$ cat config.mk
export PLATFORM = sky130hd
export DESIGN_NAME = wlan_ie_security_summary_unit
export DESIGN_NICKNAME = d
export VERILOG_FILES = /design/src/rtl/core/wiss_pkg.sv /design/src/rtl/core/wlan_ie_security_summary_unit.sv /design/src/rtl/core/wiss_parse.sv /design/src/rtl/core/wiss_queue.sv /design/src/rtl/core/wiss_result.sv
export SDC_FILE = /design/constraint.sdc
export NUM_CORES = 1
export LEC_CHECK = 0
export ABC_AREA = 1
export BUFFER_PORTS_ARGS = -buffer_cell sky130_fd_sc_hd__clkbuf_2
export CAP_MARGIN = 5
export CORE_MARGIN = 2
export CORE_UTILIZATION = 26
export CTS_BUF_LIST = sky130_fd_sc_hd__clkbuf_8
export DETAILED_ROUTE_END_ITERATION = 8
export HOLD_SLACK_MARGIN = 0.15
export PLACE_DENSITY = 0.42
export SYNTH_ARGS = -nofsm -noshare
export SYNTH_HDL_FRONTEND = slang
export SYNTH_HIERARCHICAL = 1
export SYNTH_SLANG_ARGS = --single-unit
$ cat constraint.sdc
create_clock -name clk -period 6.88 [get_ports clk]
set_input_delay 1.376 -clock clk [delete_from_list [all_inputs] [get_ports clk]]
set_output_delay 1.376 -clock clk [all_outputs]
set_load 0.01 [all_outputs]
$ cat src/rtl/core/wiss_pkg.sv
// Shared types and constants for the information-element security summary block.
// No dependencies.
package wiss_pkg;

	localparam logic [7:0] ID_VENDOR  = 8'd221;
	localparam logic [7:0] ID_RSN     = 8'd48;
	localparam logic [7:0] ID_HT_OP   = 8'd61;
	localparam logic [7:0] ID_VHT_OP  = 8'd192;
	localparam logic [7:0] ID_VHT_CAP = 8'd191;
	localparam logic [7:0] ID_HT_CAP  = 8'd45;
	localparam logic [7:0] ID_HE_CAP  = 8'd232;
	localparam logic [7:0] ID_EHT_CAP = 8'd255;

	localparam logic [15:0] CAP_PRIVACY = 16'h0010;
	localparam logic [15:0] CAP_ESS     = 16'h0001;

	localparam int unsigned QDEPTH = 2;
	localparam int unsigned QAW    = 1;

	typedef enum logic [1:0] {
		PH_ID  = 2'd0,
		PH_LEN = 2'd1,
		PH_BODY = 2'd2
	} phase_t;

	typedef enum logic [2:0] {
		SS_HDR    = 3'd0,
		SS_PCNT   = 3'd1,
		SS_PSUITE = 3'd2,
		SS_ACNT   = 3'd3,
		SS_ASUITE = 3'd4,
		SS_DONE   = 3'd5
	} sec_stage_t;

	// Raw per-buffer state handed from the parser to the result stage
	typedef struct packed {
		logic        rsn_present;
		logic [7:0]  rsn_akm;
		logic [6:0]  rsn_cipher;
		logic        wpa_present;
		logic [7:0]  wpa_akm;
		logic [6:0]  wpa_cipher;
		logic        ht40;
		logic        vht_valid;
		logic [7:0]  vht_w;
		logic [7:0]  vht_s0;
		logic [7:0]  vht_s1;
		logic [3:0]  std_seen; // eht, he, vht cap, ht cap
		logic [15:0] cap;
	} summ_raw_t;

	function automatic logic [6:0] cipher_bit(input logic [7:0] t);
		logic [6:0] r;
		r = '0;
		case (t)
			8'd1: r = 7'h01;
			8'd2: r = 7'h02;
			8'd4: r = 7'h04;
			8'd5: r = 7'h08;
			8'd8: r = 7'h10;
			8'd9: r = 7'h20;
			8'd10: r = 7'h40;
			default: r = '0;
		endcase
		return r;
	endfunction

	function automatic logic [7:0] akm_bit(input logic [7:0] t);
		logic [7:0] r;
		r = '0;
		case (t)
			8'd1: r = 8'h01;
			8'd2: r = 8'h02;
			8'd3: r = 8'h04;
			8'd4: r = 8'h08;
			8'd5: r = 8'h10;
			8'd6: r = 8'h20;
			8'd8: r = 8'h40;
			8'd9: r = 8'h80;
			default: r = '0;
		endcase
		return r;
	endfunction

	function automatic logic [7:0] wpa_prefix(input logic [1:0] i);
		logic [7:0] r;
		r = '0;
		case (i)
			2'd0: r = 8'h00;
			2'd1: r = 8'h50;
			2'd2: r = 8'hf2;
			2'd3: r = 8'h01;
			default: r = '0;
		endcase
		return r;
	endfunction

endpackage

$ cat src/rtl/core/wlan_ie_security_summary_unit.sv
// Information-element security summary: one byte per cycle in, one summary per buffer out.
// Bytes are accepted every cycle unless full is high; full rises only when the two-entry
// summary queue and the output register all hold results not yet popped. A summary
// is written into the queue with the final byte and then moves into the output register;
// it waits in the queue only while earlier summaries are still waiting to be popped.
module wlan_ie_security_summary_unit (
	input  logic        clk,
	input  logic        arst_n,
	input  logic        push,
	output logic        full,
	input  logic [7:0]  ie_byte,
	input  logic        end_of_buffer,
	input  logic [15:0] capability_info,
	output logic        empty,
	input  logic        pop,
	output logic        rsn_present,
	output logic [7:0]  rsn_akm_mask,
	output logic [6:0]  rsn_cipher_mask,
	output logic        wpa_present,
	output logic [7:0]  wpa_akm_mask,
	output logic [6:0]  wpa_cipher_mask,
	output logic        privacy_wep,
	output logic        ess_flag,
	output logic [2:0]  channel_width,
	output logic [10:0] center_freq0,
	output logic [10:0] center_freq1,
	output logic [2:0]  wifi_standard
);

	wiss_pkg::summ_raw_t raw, qd;
	logic                done, qfull, qempty, qrd, take;

	assign full = qfull;
	assign take = push && !qfull;

	wiss_parse u_parse (
		.clk, .arst_n, .take, .ie_byte, .end_of_buffer, .capability_info,
		.done, .raw
	);

	wiss_queue u_queue (
		.clk, .arst_n, .wr(done), .wdata(raw), .full(qfull), .empty(qempty),
		.rd(qrd), .rdata(qd)
	);

	wiss_result u_result (
		.clk, .arst_n, .q_empty(qempty), .q_data(qd), .q_rd(qrd), .empty, .pop,
		.rsn_present, .rsn_akm_mask, .rsn_cipher_mask, .wpa_present, .wpa_akm_mask,
		.wpa_cipher_mask, .privacy_wep, .ess_flag, .channel_width, .center_freq0,
		.center_freq1, .wifi_standard
	);

endmodule

$ cat src/rtl/core/wiss_parse.sv
// Front part: walks element records byte by byte and gathers raw summary state.
// Depends on wiss_pkg.
module wiss_parse (
	input  logic                clk,
	input  logic                arst_n,
	input  logic                take,
	input  logic [7:0]          ie_byte,
	input  logic                end_of_buffer,
	input  logic [15:0]         capability_info,
	output logic                done,
	output wiss_pkg::summ_raw_t raw
);

	wiss_pkg::phase_t     phase_q, phase_d;
	logic [7:0]           id_q, id_d, len_q, len_d, off_q, off_d, seen_q, seen_d;
	wiss_pkg::sec_stage_t stage_q, stage_d;
	logic [1:0]           sbytes_q, sbytes_d;
	logic [2:0]           hbytes_q, hbytes_d;
	logic [15:0]          cnt_q, cnt_d, idx_q, idx_d;
	logic [7:0]           pakm_q, pakm_d;
	logic [6:0]           pcip_q, pcip_d;
	logic                 pval_q, pval_d, oui_q, oui_d;
	logic [7:0]           ht_q, ht_d, vw_q, vw_d, vs0_q, vs0_d, vs1_q, vs1_d;
	wiss_pkg::summ_raw_t  acc_q, acc_d, fin;
	logic [7:0]           seen_f;

	// Next state of the record walker
	always_comb begin
		logic feed, commit;
		logic [15:0] idx_n;
		feed = 1'b0;
		commit = 1'b0;
		idx_n = '0;
		phase_d = phase_q; id_d = id_q; len_d = len_q; off_d = off_q; seen_d = seen_q;
		stage_d = stage_q; sbytes_d = sbytes_q; hbytes_d = hbytes_q;
		cnt_d = cnt_q; idx_d = idx_q; pakm_d = pakm_q; pcip_d = pcip_q;
		pval_d = pval_q; oui_d = oui_q; ht_d = ht_q; vw_d = vw_q; vs0_d = vs0_q;
		vs1_d = vs1_q; acc_d = acc_q;
		case (phase_q)
			wiss_pkg::PH_ID: begin
				id_d = ie_byte;
				phase_d = wiss_pkg::PH_LEN;
			end
			wiss_pkg::PH_LEN: begin
				len_d = ie_byte; off_d = '0;
				stage_d = wiss_pkg::SS_HDR; sbytes_d = '0; hbytes_d = '0;
				cnt_d = '0; idx_d = '0; pakm_d = '0; pcip_d = '0; pval_d = 1'b0;
				oui_d = 1'b1; ht_d = '0; vw_d = '0; vs0_d = '0; vs1_d = '0;
				if (ie_byte == 8'd0) begin
					commit = 1'b1;
					phase_d = wiss_pkg::PH_ID;
				end else begin
					phase_d = wiss_pkg::PH_BODY;
				end
			end
			default: begin
				if (id_q == wiss_pkg::ID_HT_OP && off_q == 8'd1) ht_d = ie_byte;
				if (id_q == wiss_pkg::ID_VHT_OP) begin
					if (off_q == 8'd0) vw_d = ie_byte;
					else if (off_q == 8'd1) vs0_d = ie_byte;
					else if (off_q == 8'd2) vs1_d = ie_byte;
				end
				if (id_q == wiss_pkg::ID_RSN && !seen_q[0]) feed = 1'b1;
				if (id_q == wiss_pkg::ID_VENDOR) begin
					if (off_q < 8'd4) begin
						if (ie_byte != wiss_pkg::wpa_prefix(off_q[1:0])) oui_d = 1'b0;
					end else if (oui_q) begin
						feed = 1'b1;
					end
				end
				off_d = off_q + 8'd1;
				if (off_d >= len_q) begin
					commit = 1'b1;
					phase_d = wiss_pkg::PH_ID;
				end
			end
		endcase

		// Advance the security suite parser by one byte
		if (feed) begin
			case (stage_q)
				wiss_pkg::SS_HDR: begin
					if (hbytes_q == 3'd5) begin
						stage_d = wiss_pkg::SS_PCNT; hbytes_d = '0;
					end else begin
						hbytes_d = hbytes_q + 3'd1;
					end
				end
				wiss_pkg::SS_PCNT, wiss_pkg::SS_ACNT: begin
					if (sbytes_q == 2'd0) begin
						cnt_d = {8'd0, ie_byte}; sbytes_d = 2'd1;
					end else begin
						cnt_d = {ie_byte, cnt_q[7:0]};
						idx_d = '0; sbytes_d = '0;
						if (stage_q == wiss_pkg::SS_ACNT) pval_d = 1'b1;
						if (cnt_d == 16'd0)
							stage_d = wiss_pkg::sec_stage_t'(stage_q + 3'd2);
						else
							stage_d = wiss_pkg::sec_stage_t'(stage_q + 3'd1);
					end
				end
				wiss_pkg::SS_PSUITE, wiss_pkg::SS_ASUITE: begin
					if (sbytes_q == 2'd3) begin
						if (stage_q == wiss_pkg::SS_PSUITE)
							pcip_d = pcip_q | wiss_pkg::cipher_bit(ie_byte);
						else
							pakm_d = pakm_q | wiss_pkg::akm_bit(ie_byte);
						idx_n = idx_q + 16'd1;
						idx_d = idx_n; sbytes_d = '0;
						if (idx_n == cnt_q)
							stage_d = wiss_pkg::sec_stage_t'(stage_q + 3'd1);
					end else begin
						sbytes_d = sbytes_q + 2'd1;
					end
				end
				default: ;
			endcase
		end

		// Fold a completed record into the summary
		if (commit) begin
			case (id_d)
				wiss_pkg::ID_RSN: if (!seen_q[0]) begin
					seen_d[0] = 1'b1;
					if (pval_d) begin
						acc_d.rsn_present = 1'b1;
						acc_d.rsn_akm = pakm_d;
						acc_d.rsn_cipher = pcip_d;
					end
				end
				wiss_pkg::ID_VENDOR: if (len_d >= 8'd4 && oui_d && pval_d) begin
					acc_d.wpa_present = 1'b1;
					acc_d.wpa_akm = acc_q.wpa_akm | pakm_d;
					acc_d.wpa_cipher = acc_q.wpa_cipher | pcip_d;
				end
				wiss_pkg::ID_HT_OP: if (!seen_q[1]) begin
					seen_d[1] = 1'b1;
					if (len_d >= 8'd2 && ht_d[3:2] != 2'd0) acc_d.ht40 = 1'b1;
				end
				wiss_pkg::ID_VHT_OP: if (!seen_q[2]) begin
					seen_d[2] = 1'b1;
					if (len_d >= 8'd3) begin
						acc_d.vht_valid = 1'b1;
						acc_d.vht_w = vw_d; acc_d.vht_s0 = vs0_d; acc_d.vht_s1 = vs1_d;
					end
				end
				wiss_pkg::ID_EHT_CAP: seen_d[3] = 1'b1;
				wiss_pkg::ID_HE_CAP:  seen_d[4] = 1'b1;
				wiss_pkg::ID_VHT_CAP: seen_d[5] = 1'b1;
				wiss_pkg::ID_HT_CAP:  seen_d[6] = 1'b1;
				default: ;
			endcase
		end
	end

	// Form the finished buffer summary
	assign seen_f = seen_d;
	always_comb begin
		fin = acc_d;
		fin.std_seen = {seen_f[3], seen_f[4], seen_f[5], seen_f[6]};
		fin.cap = capability_info;
	end
	assign raw  = fin;
	assign done = take && end_of_buffer;

	// Hold walker state; clear it at buffer end
	always_ff @(posedge clk or negedge arst_n) begin
		if (!arst_n) begin
			phase_q <= wiss_pkg::PH_ID; id_q <= '0; len_q <= '0; off_q <= '0; seen_q <= '0;
			stage_q <= wiss_pkg::SS_HDR; sbytes_q <= '0; hbytes_q <= '0;
			cnt_q <= '0; idx_q <= '0; pakm_q <= '0; pcip_q <= '0; pval_q <= 1'b0;
			oui_q <= 1'b0; ht_q <= '0; vw_q <= '0; vs0_q <= '0; vs1_q <= '0; acc_q <= '0;
		end else if (take) begin
			if (end_of_buffer) begin
				phase_q <= wiss_pkg::PH_ID; id_q <= '0; len_q <= '0; off_q <= '0;
				seen_q <= '0; stage_q <= wiss_pkg::SS_HDR; sbytes_q <= '0;
				hbytes_q <= '0; cnt_q <= '0; idx_q <= '0; pakm_q <= '0; pcip_q <= '0;
				pval_q <= 1'b0; oui_q <= 1'b0; ht_q <= '0; vw_q <= '0; vs0_q <= '0;
				vs1_q <= '0; acc_q <= '0;
			end else begin
				phase_q <= phase_d; id_q <= id_d; len_q <= len_d; off_q <= off_d;
				seen_q <= seen_d; stage_q <= stage_d; sbytes_q <= sbytes_d;
				hbytes_q <= hbytes_d; cnt_q <= cnt_d; idx_q <= idx_d; pakm_q <= pakm_d;
				pcip_q <= pcip_d; pval_q <= pval_d; oui_q <= oui_d; ht_q <= ht_d;
				vw_q <= vw_d; vs0_q <= vs0_d; vs1_q <= vs1_d; acc_q <= acc_d;
			end
		end
	end

endmodule

$ cat src/rtl/core/wiss_queue.sv
// Short queue of raw summaries between parser and result stage.
// Depends on wiss_pkg.
module wiss_queue (
	input  logic                clk,
	input  logic                arst_n,
	input  logic                wr,
	input  wiss_pkg::summ_raw_t wdata,
	output logic                full,
	output logic                empty,
	input  logic                rd,
	output wiss_pkg::summ_raw_t rdata
);

	wiss_pkg::summ_raw_t          mem_q [wiss_pkg::QDEPTH];
	logic [wiss_pkg::QAW-1:0]     wp_q, rp_q;
	logic [wiss_pkg::QAW:0]       cnt_q;

	assign full  = cnt_q == (wiss_pkg::QAW+1)'(wiss_pkg::QDEPTH);
	assign empty = cnt_q == '0;
	assign rdata = mem_q[rp_q];

	// Store entries
	always_ff @(posedge clk) begin
		if (wr && !full) mem_q[wp_q] <= wdata;
	end

	// Advance pointers and count
	always_ff @(posedge clk or negedge arst_n) begin
		if (!arst_n) begin
			wp_q <= '0; rp_q <= '0; cnt_q <= '0;
		end else begin
			if (wr && !full) wp_q <= wp_q + 1'b1;
			if (rd && !empty) rp_q <= rp_q + 1'b1;
			cnt_q <= cnt_q + (wiss_pkg::QAW+1)'(wr && !full) - (wiss_pkg::QAW+1)'(rd && !empty);
		end
	end

endmodule

$ cat src/rtl/core/wiss_result.sv
// Back part: turns a raw summary into result fields and holds them in an output register.
// Depends on wiss_pkg.
module wiss_result (
	input  logic                clk,
	input  logic                arst_n,
	input  logic                q_empty,
	input  wiss_pkg::summ_raw_t q_data,
	output logic                q_rd,
	output logic                empty,
	input  logic                pop,
	output logic                rsn_present,
	output logic [7:0]          rsn_akm_mask,
	output logic [6:0]          rsn_cipher_mask,
	output logic                wpa_present,
	output logic [7:0]          wpa_akm_mask,
	output logic [6:0]          wpa_cipher_mask,
	output logic                privacy_wep,
	output logic                ess_flag,
	output logic [2:0]          channel_width,
	output logic [10:0]         center_freq0,
	output logic [10:0]         center_freq1,
	output logic [2:0]          wifi_standard
);

	logic        vld_q;
	logic [2:0]  w;
	logic [7:0]  s0, s1;
	logic [2:0]  std_lvl;
	logic        load;

	assign load = !q_empty && (!vld_q || pop);
	assign q_rd = load;
	assign empty = !vld_q;

	// Work out width, segments and standard level
	always_comb begin
		w = q_data.ht40 ? 3'd1 : 3'd0;
		s0 = '0;
		s1 = '0;
		if (q_data.vht_valid) begin
			if (q_data.vht_w == 8'd1) begin
				w = 3'd2; s0 = q_data.vht_s0;
			end else if (q_data.vht_w == 8'd2) begin
				w = 3'd3; s0 = q_data.vht_s1;
			end else if (q_data.vht_w == 8'd3 && q_data.vht_s0 != 8'd0 &&
				q_data.vht_s1 != 8'd0) begin
				w = 3'd4; s0 = q_data.vht_s0; s1 = q_data.vht_s1;
			end
		end
		if (q_data.std_seen[3]) std_lvl = 3'd4;
		else if (q_data.std_seen[2]) std_lvl = 3'd3;
		else if (q_data.std_seen[1]) std_lvl = 3'd2;
		else if (q_data.std_seen[0]) std_lvl = 3'd1;
		else std_lvl = 3'd0;
	end

	// Load the output register
	always_ff @(posedge clk) begin
		if (load) begin
			rsn_present     <= q_data.rsn_present;
			rsn_akm_mask    <= q_data.rsn_present ? q_data.rsn_akm : 8'd0;
			rsn_cipher_mask <= q_data.rsn_present ? q_data.rsn_cipher : 7'd0;
			wpa_present     <= q_data.wpa_present;
			wpa_akm_mask    <= q_data.wpa_akm;
			wpa_cipher_mask <= q_data.wpa_cipher;
			privacy_wep     <= !q_data.rsn_present && !q_data.wpa_present &&
				((q_data.cap & wiss_pkg::CAP_PRIVACY) != 16'd0);
			ess_flag        <= (q_data.cap & wiss_pkg::CAP_ESS) != 16'd0;
			channel_width   <= w;
			center_freq0    <= {1'b0, s0, 2'b00} + {3'd0, s0};
			center_freq1    <= {1'b0, s1, 2'b00} + {3'd0, s1};
			wifi_standard   <= std_lvl;
		end
	end

	always_ff @(posedge clk or negedge arst_n) begin
		if (!arst_n) vld_q <= 1'b0;
		else if (load) vld_q <= 1'b1;
		else if (pop) vld_q <= 1'b0;
	end

endmodule

=== After elaboration in Yosys (flattened, before gate mapping) ===
Memory sizes are Yosys's and may differ from the RTL's.
Cells that the tools add are included.

* Add/sub/neg operators: 12
* Order comparisons: 5
* Equal/unequal tests: 39
* Muxes and demuxes: 146
* Bitwise operators: 4
* Reduce and logical (&&, ||, !) cells: 48

{| class="wikitable"
|+ Operators with widths
! cell !! number
|-
| $mux W8 || 39
|-
| $mux W16 || 15
|-
| $mux W7 || 12
|-
| $mux W78 || 1
|-
| $mux W25 || 3
|-
| $pmux W8 S2 || 4
|-
| $mux W58 || 1
|-
| $mux W3 || 19
|-
| $eq A8 B8 Y1 const B || 7
|-
| $pmux W7 S7 || 1
|-
| $eq A8 B6 Y1 const B || 5
|-
| $mux W1 || 34
|-
| $eq A8 B2 Y1 const B || 4
|-
| $pmux W16 S2 || 1
|-
| $pmux W8 S4 || 1
|-
| $eq A8 B1 Y1 const B || 3
|-
| $eq A8 B4 Y1 const B || 3
|-
| $add A10 B8 Y11 || 2
|-
| $add A16 B1 Y16 const B || 1
|-
| $eq A16 B16 Y1 || 1
|-
| $eq A8 B3 Y1 const B || 2
|-
| $ge A8 B2 Y1 const B || 2
|-
| $logic_not A16 Y1 || 1
|-
| $logic_not A8 Y1 || 2
|-
| other kinds (38) || 90
|}

* Bits in registers: 241
* RAM bits: 156
* Bits in read-only memories: 128
* Input bits: 29
* Output and inout bits: 64
* Memories: 2

{| class="wikitable"
|+ Memory list
! name !! words !! width !! rd ports !! clocked after Yosys merged registers in !! wr ports !! RTL line !! RTL
|-
| u_queue.mem_q || 2 || 78 || 1 || 0 || 1 || wiss_queue.sv:14 || <nowiki>wiss_pkg::summ_raw_t mem_q [wiss_pkg::QDEPTH];</nowiki>
|-
| (no name shown) || 16 || 8 || 1 || 0 || 0 || wiss_pkg.sv:71 || <nowiki>case (t)</nowiki>
|}

=== Longest topological paths before layout ===
Gate-level depths: netlist (run 1).

* Depth after elaboration: 18
* Depth in mapped cells: 25
* Depth with buffers taken out: 23

=== By module ===
The synthesis (run 1) kept the hierarchy.

{| class="wikitable"
|+ By module, submodules not included
! module !! times used !! cells each !! area an instance (um2)
|-
| wiss_parse || 1 || 1,496 || 10,760.3
|-
| wiss_queue || 1 || 441 || 5,908.2
|-
| wiss_result || 1 || 285 || 3,056.7
|-
| wlan_ie_security_summary_unit || 1 || 2 || 10.0
|}

=== Worst setup path after synthesis (run 1) ===
No wires, ideal clock.

* Path kind: input port to flip-flop
* Start point: in push
* End point: mem u_queue/mem_q[1][0] (netlist bit) (enable)
* Setup time: 0.515 ns
* Arrival time: 5.325 ns
* Data required time: 6.365 ns
* Path slack: 1.041 ns
* Stages on the path: 7
* Buffers on the path: 1
* Path through: inv_1 nor2_2 clkbuf_1 nand2_1 inv_1 nand2_1 nor2_1

* Longest elaborated chain between the ends: 5

{| class="wikitable"
|+ RTL lines
! what !! RTL line !! RTL
|-
| from (decl) || wlan_ie_security_summary_unit.sv:9 || <nowiki>input logic push,</nowiki>
|-
| $logic_and A1 B1 Y1 || wlan_ie_security_summary_unit.sv:34 || <nowiki>assign take = push && !qfull;</nowiki>
|-
| named net take || wlan_ie_security_summary_unit.sv:31 || <nowiki>logic done, qfull, qempty, qrd, take;</nowiki>
|-
| $logic_and A1 B1 Y1 || wiss_parse.sv:164 || <nowiki>assign done = take && end_of_buffer;</nowiki>
|-
| named net done || wlan_ie_security_summary_unit.sv:31 ||
|-
| $logic_and A1 B1 Y1 || wiss_queue.sv:24 || <nowiki>if (wr && !full) mem_q[wp_q] <= wdata;</nowiki>
|-
| $mux W1 || wiss_queue.sv:24 ||
|-
| $mux W1 (implied by the code) || wiss_queue.sv:24 ||
|-
| to (decl) || wiss_queue.sv:14 ||
|}

The timed path passes the listed nets, and every way through them passes these cells.

==> run summary, run 1 <==
Status: complete, no violations
Switching power total: 2452 uW
Detailed Routing Iterations Pass 1: 5
Top cell by count, worst path: nand2_1
Pwr Total: 6774 uW
Vias in the first global route: 14410
Setup_tns: 0 ps
Fin. Hold Viols: 0
I/O Pins: 93
DR DRC count: 0
Startpoint types: flip-flop
Cts hold-fix bufs: 0
IO Port Bufs: 78
Post-DP HPWL: 33.14 mm
P_int: 4322 uW
Via density: 4.542
Largest net degree at the start of global routing: 76
Clock skew: 49.99 ps
GRT Util Overall: 0.1377
Worst EP arrival: 4460 ps
Clock transition at the registers of the reported paths: 60 ps
Placed cell area: 20000 um2
CP max FO: 18
Worst skew pair latency: 650 ps
Core area: 71240 um2
Syn Area/Cell: 8.706 um2
Root buf cell: clkbuf_8
First-pass GRT wire length: 80.90 mm
Yosys warning total: 6
Area delta synth->final: 14.79%
Design area: 21390 um2
Syn Nets: 2202
Antenna-violating nets left: 0
Nets: 2295
Clock tree buffer depth: 3
Critical Path, Cell by Cell: inv_1 -> nor3_1 -> nand3_1 -> nor2_1 -> nand2_1 -> xor2_1 -> inv_1 -> ha_1 -> nand2_1 -> nor2_1 -> nand4_1 -> o2111ai_1 -> nand2_1 -> nand2_1 -> nand3_4 -> inv_2 -> nand2_1 -> and2_1
Max-cap violations: 0
Switching part of the total: 0.3620
CTS Sinks: 369
Post-CTS Resized: 0
Kind of critical path: flip-flop to flip-flop
Clk pwr share: 0.315
PwrDens: 316.8 nW/um2
Period minus WS final: 4081 ps
H-tree depth: 3
Cell count after synthesis: 2140
Initial antenna violation count: 2
Unrepaired setup endpoints after global routing: false
Die width: 271.7 um
Post-CTS setup buffers: 0
Fmax: 0.2450 GHz
Crit path required time: 7260 ps
Delay of the slowest critical-path stage: 450 ps
Leak Pwr: 0.009677 uW
Starting density of the core: 0.2615
Seq pwr share: 0.423
Area of the multi-input gates: 6943 um2
Slew @ Worst Pin: 959.3 ps
WL final: 50.61 mm
Slowest cell on crit path: nand2_1
DRT iter0 DRCs: 990
Num CTS Buffers: 73
Largest delay share family, worst path: simple AND/OR/NAND/NOR gates
Layout cells sized above 1: 0.1293
Tcrit/Tclk final: 0.5931
Die height: 271.7 um
CTS tree: built
Cell area after synthesis: 18630 um2
Final setup viols: 0
Fillers: 7484
Gate power share: 0.262
DIE AREA: 73820 um2
Sequential cell area: 10190 um2
Hold Crit Class: flip-flop to flip-flop
Max rail drop VDD: 0.1634 mV
Num rows: 98
Non-Filler Instances: 3241
Critical Path End Type: flip-flop
Final max-slew violation count: 0
DR vias: 14720
Count of buffer and inverter cells on the critical path: 3
Placed cell count: 3108
Overflow after GRT: 0
Final Wtd Congestion: 0.8350
Rel. slew slack: 0.3605
DR WL/cell: 15.62 um
[cell type report]
| type | instances | area share |
|---|---|---|
| sequential | 369 | 0.4763 |
| multi-input combinational | 1393 | 0.3246 |
| tap | 950 | 0.05558 |
| clock buffer | 82 | 0.05277 |
| inverter | 299 | 0.05265 |
| timing repair buffer | 97 | 0.02592 |
| clock inverter | 50 | 0.01205 |
| antenna | 1 | 0.0001170 |
[final timing paths]
check | start | endpoint | slack [ps] | cells past startpoint
worst max-delay path | u_parse/off_q[0] | u_queue/mem_q[0][63] | 2800 | 18
max in group asynchronous | arst_n | u_parse/id_q[5] | 4800 | 2
worst min-delay path | u_queue/wp_q | u_queue/wp_q | 470 | 2
worst max register to register | u_parse/off_q[0] | u_queue/mem_q[0][63] | 2800 | 18
min in group asynchronous | arst_n | u_parse/cnt_q[12] | 690 | 1
worst min register to register | u_queue/wp_q | u_queue/wp_q | 470 | 2
[metrics by stage]
step / util / setup WS (ps) / hold WS (ps)
after global routing: 0.3002 / 2444 / 494.9
after CTS: 0.3002 / 2767 / 472.3
after floorplan: - / 1648 / 441.9
final: 0.3002 / 2799 / 468.9
after detailed placement: 0.2807 / 2501 / 460.6
after global placement: 0.2807 / 2492 / 456.8
[state kept, by name, summed over array words and instances (netlist names), 11 cells and up]
signal,flops
u_queue/mem_q,128
u_parse/acc_q,58
u_parse/cnt_q,16
u_parse/idx_q,16
u_result/center_freq0,11
u_result/center_freq1,11
[placed cells by master, fill, tap and decap left out, drive strengths merged, types with 3 or more instances in the layout]
| cell type | count |
|---|---|
| a211oi | 3 |
| nor2 | 162 |
| o31ai | 5 |
| o21ai | 145 |
| o211ai | 5 |
| nand4 | 26 |
| ha | 31 |
| a21oi | 56 |
| a22oi | 18 |
| xor2 | 15 |
| clkinvlp | 3 |
| buf | 19 |
| edfxtp | 190 |
| and2 | 16 |
| clkinv | 21 |
| dfrtp | 179 |
| clkbuf | 160 |
| nor4 | 3 |
| nor3 | 15 |
| nand2 | 664 |
| o22ai | 104 |
| nand3 | 105 |
| a31oi | 3 |
| inv | 324 |
[worst min-delay path, stage by stage, from the launching register on]
cell and delay [ps]:
dfrtp_1 340, nand2_1 50, nand2_1 50
[metal layers]
metal  GRT usage  wire, um
met5           0         0
met4     0.04555      1225
met3     0.02733      2524
met2      0.2117     22490
met1      0.1933     24370
[power groups by stage]
stage	clock (uW)	combinational, uW	sequential (uW)
after floorplan	0	1150	2960
after global placement	0	1790	2900
after detailed placement	0	1810	2910
after CTS	2240	1820	2870
after global routing	2330	2010	2910
final	2130	1780	2870
Note: power is estimated with default switching activity, not from simulation.
==> run 2, diff against run 1 <==
Settings changed: PLACE_DENSITY 0.42 to 0.44.
Clock period 6.88 ns to 3.3 ns, I/O delays scaled along.
==> run 2 against run 1 <==
Net effect:
- flip-flop and latch count unchanged
- clock skew decreased by 5.9 ps
- sequential share of layout area shrank 3.5 points
- critical endpoint is now u_result/center_freq0[9]
==> run summary, run 2 (synthesized netlist as in run 1, its figures left out) <==
Area delta synth->final: 23.99%
Unrepaired setup endpoints after global routing: true
Slew @ Worst Pin: 942.2 ps
Design area: 23100 um2
Rel. slew slack: 0.3719
PwrDens: 670.1 nW/um2
Kind of critical path: flip-flop to flip-flop
Final max-slew violation count: 0
Die width: 271.7 um
Gate power share: 0.307
Seq pwr share: 0.382
Core area: 71240 um2
Via density: 4.542
Biggest register: u_queue/mem_q
Clk pwr share: 0.312
Root buf cell: clkbuf_8
Fin. Hold Viols: 0
Period minus WS final: 3231 ps
DIE AREA: 73820 um2
Crit path required time: 3680 ps
Final Wtd Congestion: 0.8400
Post-DP HPWL: 35.05 mm
DR DRC count: 0
Largest net degree at the start of global routing: 81
Largest registers: u_queue/mem_q (128), u_parse/acc_q (58)
GRT Util Overall: 0.1380
Layout cells sized above 1: 0.2070
Global route hottest layer: met2
Nets: 2406
Critical Path End Type: flip-flop
Most frequent cells in the layout: nand2_1 (595), inv_1 (300), edfxtp_1 (190)
Setup_tns: 0 ps
CTS tree: built
CTS Sinks: 369
Hold Crit Class: primary input to flip-flop
Switching part of the total: 0.3596
Die height: 271.7 um
First-pass GRT wire length: 81.28 mm
Clock transition at the registers of the reported paths: 60 ps
Vias in the first global route: 14720
Worst skew pair latency: 660 ps
Worst EP arrival: 3610 ps
GRT met2 Usage: 0.2244
Met3 Resource Use GR: 0.02751
DRT iter0 DRCs: 986
Max-cap violations: 0
Starting density of the core: 0.2615
Placed cell area: 20570 um2
Area of the multi-input gates: 7406 um2
Fmax: 0.3095 GHz
CP max FO: 8
H-tree depth: 3
DP Worst Slack: -135.3 ps
Leak Pwr: 0.01053 uW
Num CTS Buffers: 74
DR vias: 15250
WL final: 53.03 mm
Initial antenna violation count: 1
GR Layer Usage met1: 0.1836
Final setup viols: 0
Commonest non-fill, non-tap cell in the layout: nand2_1
Overflow after GRT: 0
Detailed Routing Iterations Pass 1: 5
Startpoint types: flip-flop
Sequential cell area: 10190 um2
Max FFs per register: 128
Max rail drop VDD: 0.3052 mV
Num rows: 98
I/O Pins: 93
Clock skew: 44.07 ps
Switching power total: 5566 uW
Clock tree buffer depth: 3
Fillers: 7330
IO Port Bufs: 78
Tcrit/Tclk final: 0.9791
Fin worst setup slack: 69.04 ps
DR WL/cell: 15.79 um
Status: complete, no violations
Antenna-violating nets left: 0
P_int: 9913 uW
## run 2: power by group through the flow
stage	registers [uW]	clock network [uW]	logic (uW)
after global placement	5980	0	4050
after CTS	5910	5020	4100
after global routing	5980	5250	5260
final	5910	4820	4750
after floorplan	6160	0	2400
after detailed placement	5990	0	4080
## run 2: worst max-delay path, stage by stage (launching register included)
cell and delay [ps]:
dfrtp_4 520, buf_12 160, buf_6 110, buf_6 120, nand2_2 50, nand2_2 60, nor2_1 120, nand4_1 180
nand3_4 150, nand2_4 70, nand2_4 90, inv_8 60, nand2_4 60, o21ai_4 70, ha_4 280, a21oi_1 60
and2_4 160, inv_1 40, a21oi_1 50, o21bai_1 170, nand2_1 70, nand2_1 60, nand2_1 50, xor2_1 170
## run 2: path summary, 6_finish.rpt
| path | from | end | slack (ps) | cells past startpoint |
|---|---|---|---|---|
| max | u_queue/rp_q | u_result/center_freq0[9] | 70 | 23 |
| min | pop | u_result/vld_q | 250 | 2 |
| max reg2reg | u_queue/rp_q | u_result/center_freq0[9] | 70 | 23 |
| min reg2reg | u_parse/acc_q[27] | u_parse/acc_q[27] | 480 | 2 |
| max in group asynchronous | arst_n | u_parse/pakm_q[6] | 1850 | 3 |
| min in group asynchronous | arst_n | u_parse/stage_q[0] | 600 | 2 |
## run 2: per-layer routing
| metal | up-vias | routed length, um |
|---|---|---|
| met3 | 83 | 2595 |
| met2 | 341 | 24840 |
| met5 | - | 0 |
| met1 | 7357 | 24400 |
| met4 | 0 | 1185 |
| li1 | 7472 | - |
## run 2: per-stage QoR
step | total power (uW) | hold WS, ps | utilization | cells
floorplan | 8555 | 364.4 | - | 2140
detailed placement | 10070 | 464.8 | 0.2888 | 3172
global route | 16490 | 234.2 | 0.3243 | 3358
global placement | 10030 | 456.2 | 0.2888 | 3172
CTS | 15030 | 194.6 | 0.3108 | 3314
finish | 15480 | 246.9 | 0.3243 | 3358
## run 2: cell type report
class                      instances  share of cell area
clock buffer                      84             0.05004
tap                              950             0.05145
timing repair buffer             204             0.06938
antenna                            2           0.0002166
multi-input combinational       1393              0.3206
inverter                         299             0.04977
timing repair inverter             3            0.001896
sequential                       369              0.4410
clock inverter                    54             0.01565
## run 2: timing repair
action / in CTS / in global routing
pin swaps: 2 / 49
hold buffers: 3 / 0
buffers inserted: 1 / 35
gates cloned: 0 / 7
gates resized for setup: 7 / 153
endpoints found under the hold margin: 66 / 0
endpoints found under the setup margin: 131 / 182
==> run 3, diff against run 2 <==
Settings changed: CELL_PAD_IN_SITES_DETAIL_PLACEMENT set to 2, CELL_PAD_IN_SITES_GLOBAL_PLACEMENT set to 2, PLACE_DENSITY 0.44 to 0.61.
==> run 3 against run 2 <==
Net effect:
- hold slack worse by 31 ps
- setup slack better by 14 ps
- largest power group unchanged
- clock power is 2% lower
- global-route usage is 3.1 points higher
- utilization is 0.36 points higher
- clock skew is 22 ps higher
- flip-flop and latch count stayed put
- via count is 3.3% higher
- maximum frequency is 0.44% higher
- critical path depth is 3 lower
- routed wire length is 20% higher
==> run summary, run 3 (synthesized netlist as in run 1, its figures left out) <==
IO Port Bufs: 78
Fin. Hold Viols: 0
Largest registers: u_queue/mem_q (128), u_parse/acc_q (58)
DR WL/cell: 18.87 um
Period minus WS final: 3217 ps
Placed cell count: 3196
Critical Path, Cell by Cell: buf_12 -> buf_12 -> nand2_1 -> nand2_1 -> inv_1 -> nand2_1 -> nor2_4 -> nand2_4 -> inv_2 -> nand2_4 -> o21ai_4 -> ha_4 -> a21oi_2 -> and2_4 -> inv_2 -> a21oi_2 -> o21bai_1 -> buf_4 -> buf_4 -> xor2_1
Antenna-violating nets left: 0
Core area: 71240 um2
Final setup viols: 0
Num CTS Buffers: 74
Num rows: 98
Root buf cell: clkbuf_8
Slew @ Worst Pin: 1032 ps
Hold Crit Class: primary input to flip-flop
DIE AREA: 73820 um2
Core Util, Final: 0.3279
Status: complete, no violations
Hold Path End: u_queue/mem_q[1][4]
Setup_tns: 0 ps
Non-Filler Instances: 3360
Via density: 4.689
Critical path depth: 20
Setup slack, reg-to-reg: 80 ps
DR vias: 15760
Top cell by count, worst path: nand2_1
Worst hold slack: 216.4 ps
Die width: 271.7 um
DRT iter0 DRCs: 727
Detailed Routing Iterations Pass 1: 5
Area delta synth->final: 25.37%
Starting density of the core: 0.2615
Rel. slew slack: 0.3059
Leak Pwr: 0.01060 uW
Delay of the slowest critical-path stage: 500 ps
Startpoint types: flip-flop
R2R Path End: u_result/center_freq0[7]
Largest net degree at the start of global routing: 73
Pwr Total: 15570 uW
Hold wc startpoint: capability_info[4]
H-tree depth: 3
Count of buffer and inverter cells on the critical path: 7
WL final: 63.39 mm
Largest delay share family, worst path: simple AND/OR/NAND/NOR gates
Worst R2R Start: u_queue/rp_q
Biggest register: u_queue/mem_q
Fmax: 0.3109 GHz
Clock tree buffer depth: 3
Clock transition at the registers of the reported paths: 60 ps
Overflow after GRT: 0
CTS Sinks: 369
DR DRC count: 0
Vias in the first global route: 17520
Reg2Reg Depth: 20
GRT Util Overall: 0.1687
Initial antenna violation count: 1
CTS tree: built
Worst EP arrival: 3630 ps
Post-DP HPWL: 43.46 mm
Commonest non-fill, non-tap cell in the layout: nand2_1
Hold path depth: 1
Tcrit/Tclk final: 0.9748
Kind of critical path: flip-flop to flip-flop
Max rail drop VDD: 0.2956 mV
Max-cap violations: 0
Unrepaired setup endpoints after global routing: true
Final Wtd Congestion: 0.8088
Slowest cell on crit path: dfrtp_4
Fillers: 7962
Crit path required time: 3720 ps
Max FFs per register: 128
PwrDens: 666.6 nW/um2
Worst skew pair latency: 680 ps
Die height: 271.7 um
First-pass GRT wire length: 98.60 mm
I/O Pins: 93
Clock skew: 66.51 ps
Most frequent cells in the layout: nand2_1 (584), inv_1 (297), edfxtp_1 (190)
Final max-slew violation count: 0
Layout cells sized above 1: 0.2341
Critical Path End Type: flip-flop
CP max FO: 8
Nets: 2417
==> run 3: cell type report <==
| cell class | instances | area (um2) | share of cell area |
|---|---|---|---|
| antenna | 1 | 2.502 | 0.0001071 |
| clock inverter | 44 | 255.2 | 0.01093 |
| inverter | 299 | 1150 | 0.04923 |
| tap | 950 | 1189 | 0.05089 |
| clock buffer | 86 | 1184 | 0.05067 |
| multi-input combinational | 1393 | 7664 | 0.3281 |
| sequential | 369 | 10190 | 0.4362 |
| timing repair inverter | 2 | 20.02 | 0.0008570 |
| timing repair buffer | 216 | 1707 | 0.07306 |
==> run 3: worst register-to-register path, cell delays in order, from the launching register on <==
cell and delay (ps):
dfrtp_4 500, buf_12 160, buf_12 140, nand2_1 60, nand2_1 80, inv_1 60, nand2_1 80, nor2_4 180
nand2_4 100, inv_2 100, nand2_4 120, o21ai_4 250, ha_4 250, a21oi_2 130, and2_4 160, inv_2 30
a21oi_2 110, o21bai_1 90, buf_4 140, buf_4 130, xor2_1 130
==> run 3: how the worst max path moves through the flow <==
| stage | startpoint | endpoint | slack, ps |
|---|---|---|---|
| 4_1_cts | u_queue/rp_q | u_result/center_freq1[8] | -3 |
| 2_1_floorplan | pop | u_queue/cnt_q[1] | 20 |
| 5_1_grt | u_queue/rp_q | u_result/center_freq0[7] | -70 |
| 3_3_place_gp | u_parse/off_q[1] | u_queue/mem_q[0][55] | -130 |
| 6_report | u_queue/rp_q | u_result/center_freq0[7] | 80 |
| 3_5_place_dp | u_parse/off_q[2] | u_queue/mem_q[1][55] | -230 |
==> run 3: metal layers <==
| metal | up-vias | track usage | wire length (um) |
|---|---|---|---|
| met2 | 207 | 0.2930 | 31740 |
| met3 | 89 | 0.02875 | 2173 |
| met1 | 7999 | 0.2148 | 28420 |
| met4 | 0 | 0.04829 | 1068 |
| met5 | - | 0 | 0 |
| li1 | 7460 | - | - |
==> run 3: report_power, final <==
part / internal, uW / switching, uW / total (uW)
logic: 1580 / 3370 / 4950
registers: 5680 / 247 / 5920
clock network: 2530 / 2160 / 4700
==> run 3: timing repair <==
item,in CTS,in global routing
pin swaps,4,61
setup endpoints to repair,162,189
hold endpoints to repair,66,0
buffers inserted,3,23
gates cloned,0,6
gates resized for setup,13,197
hold buffers,1,0
==> run 3: stage by stage <==
stage	area, um2	setup slack, ps
floorplan	18640	20.97
global placement	20790	-134.1
detailed placement	20790	-230.2
CTS	22300	-2.664
global route	23360	-71.60
finish	23360	83.12
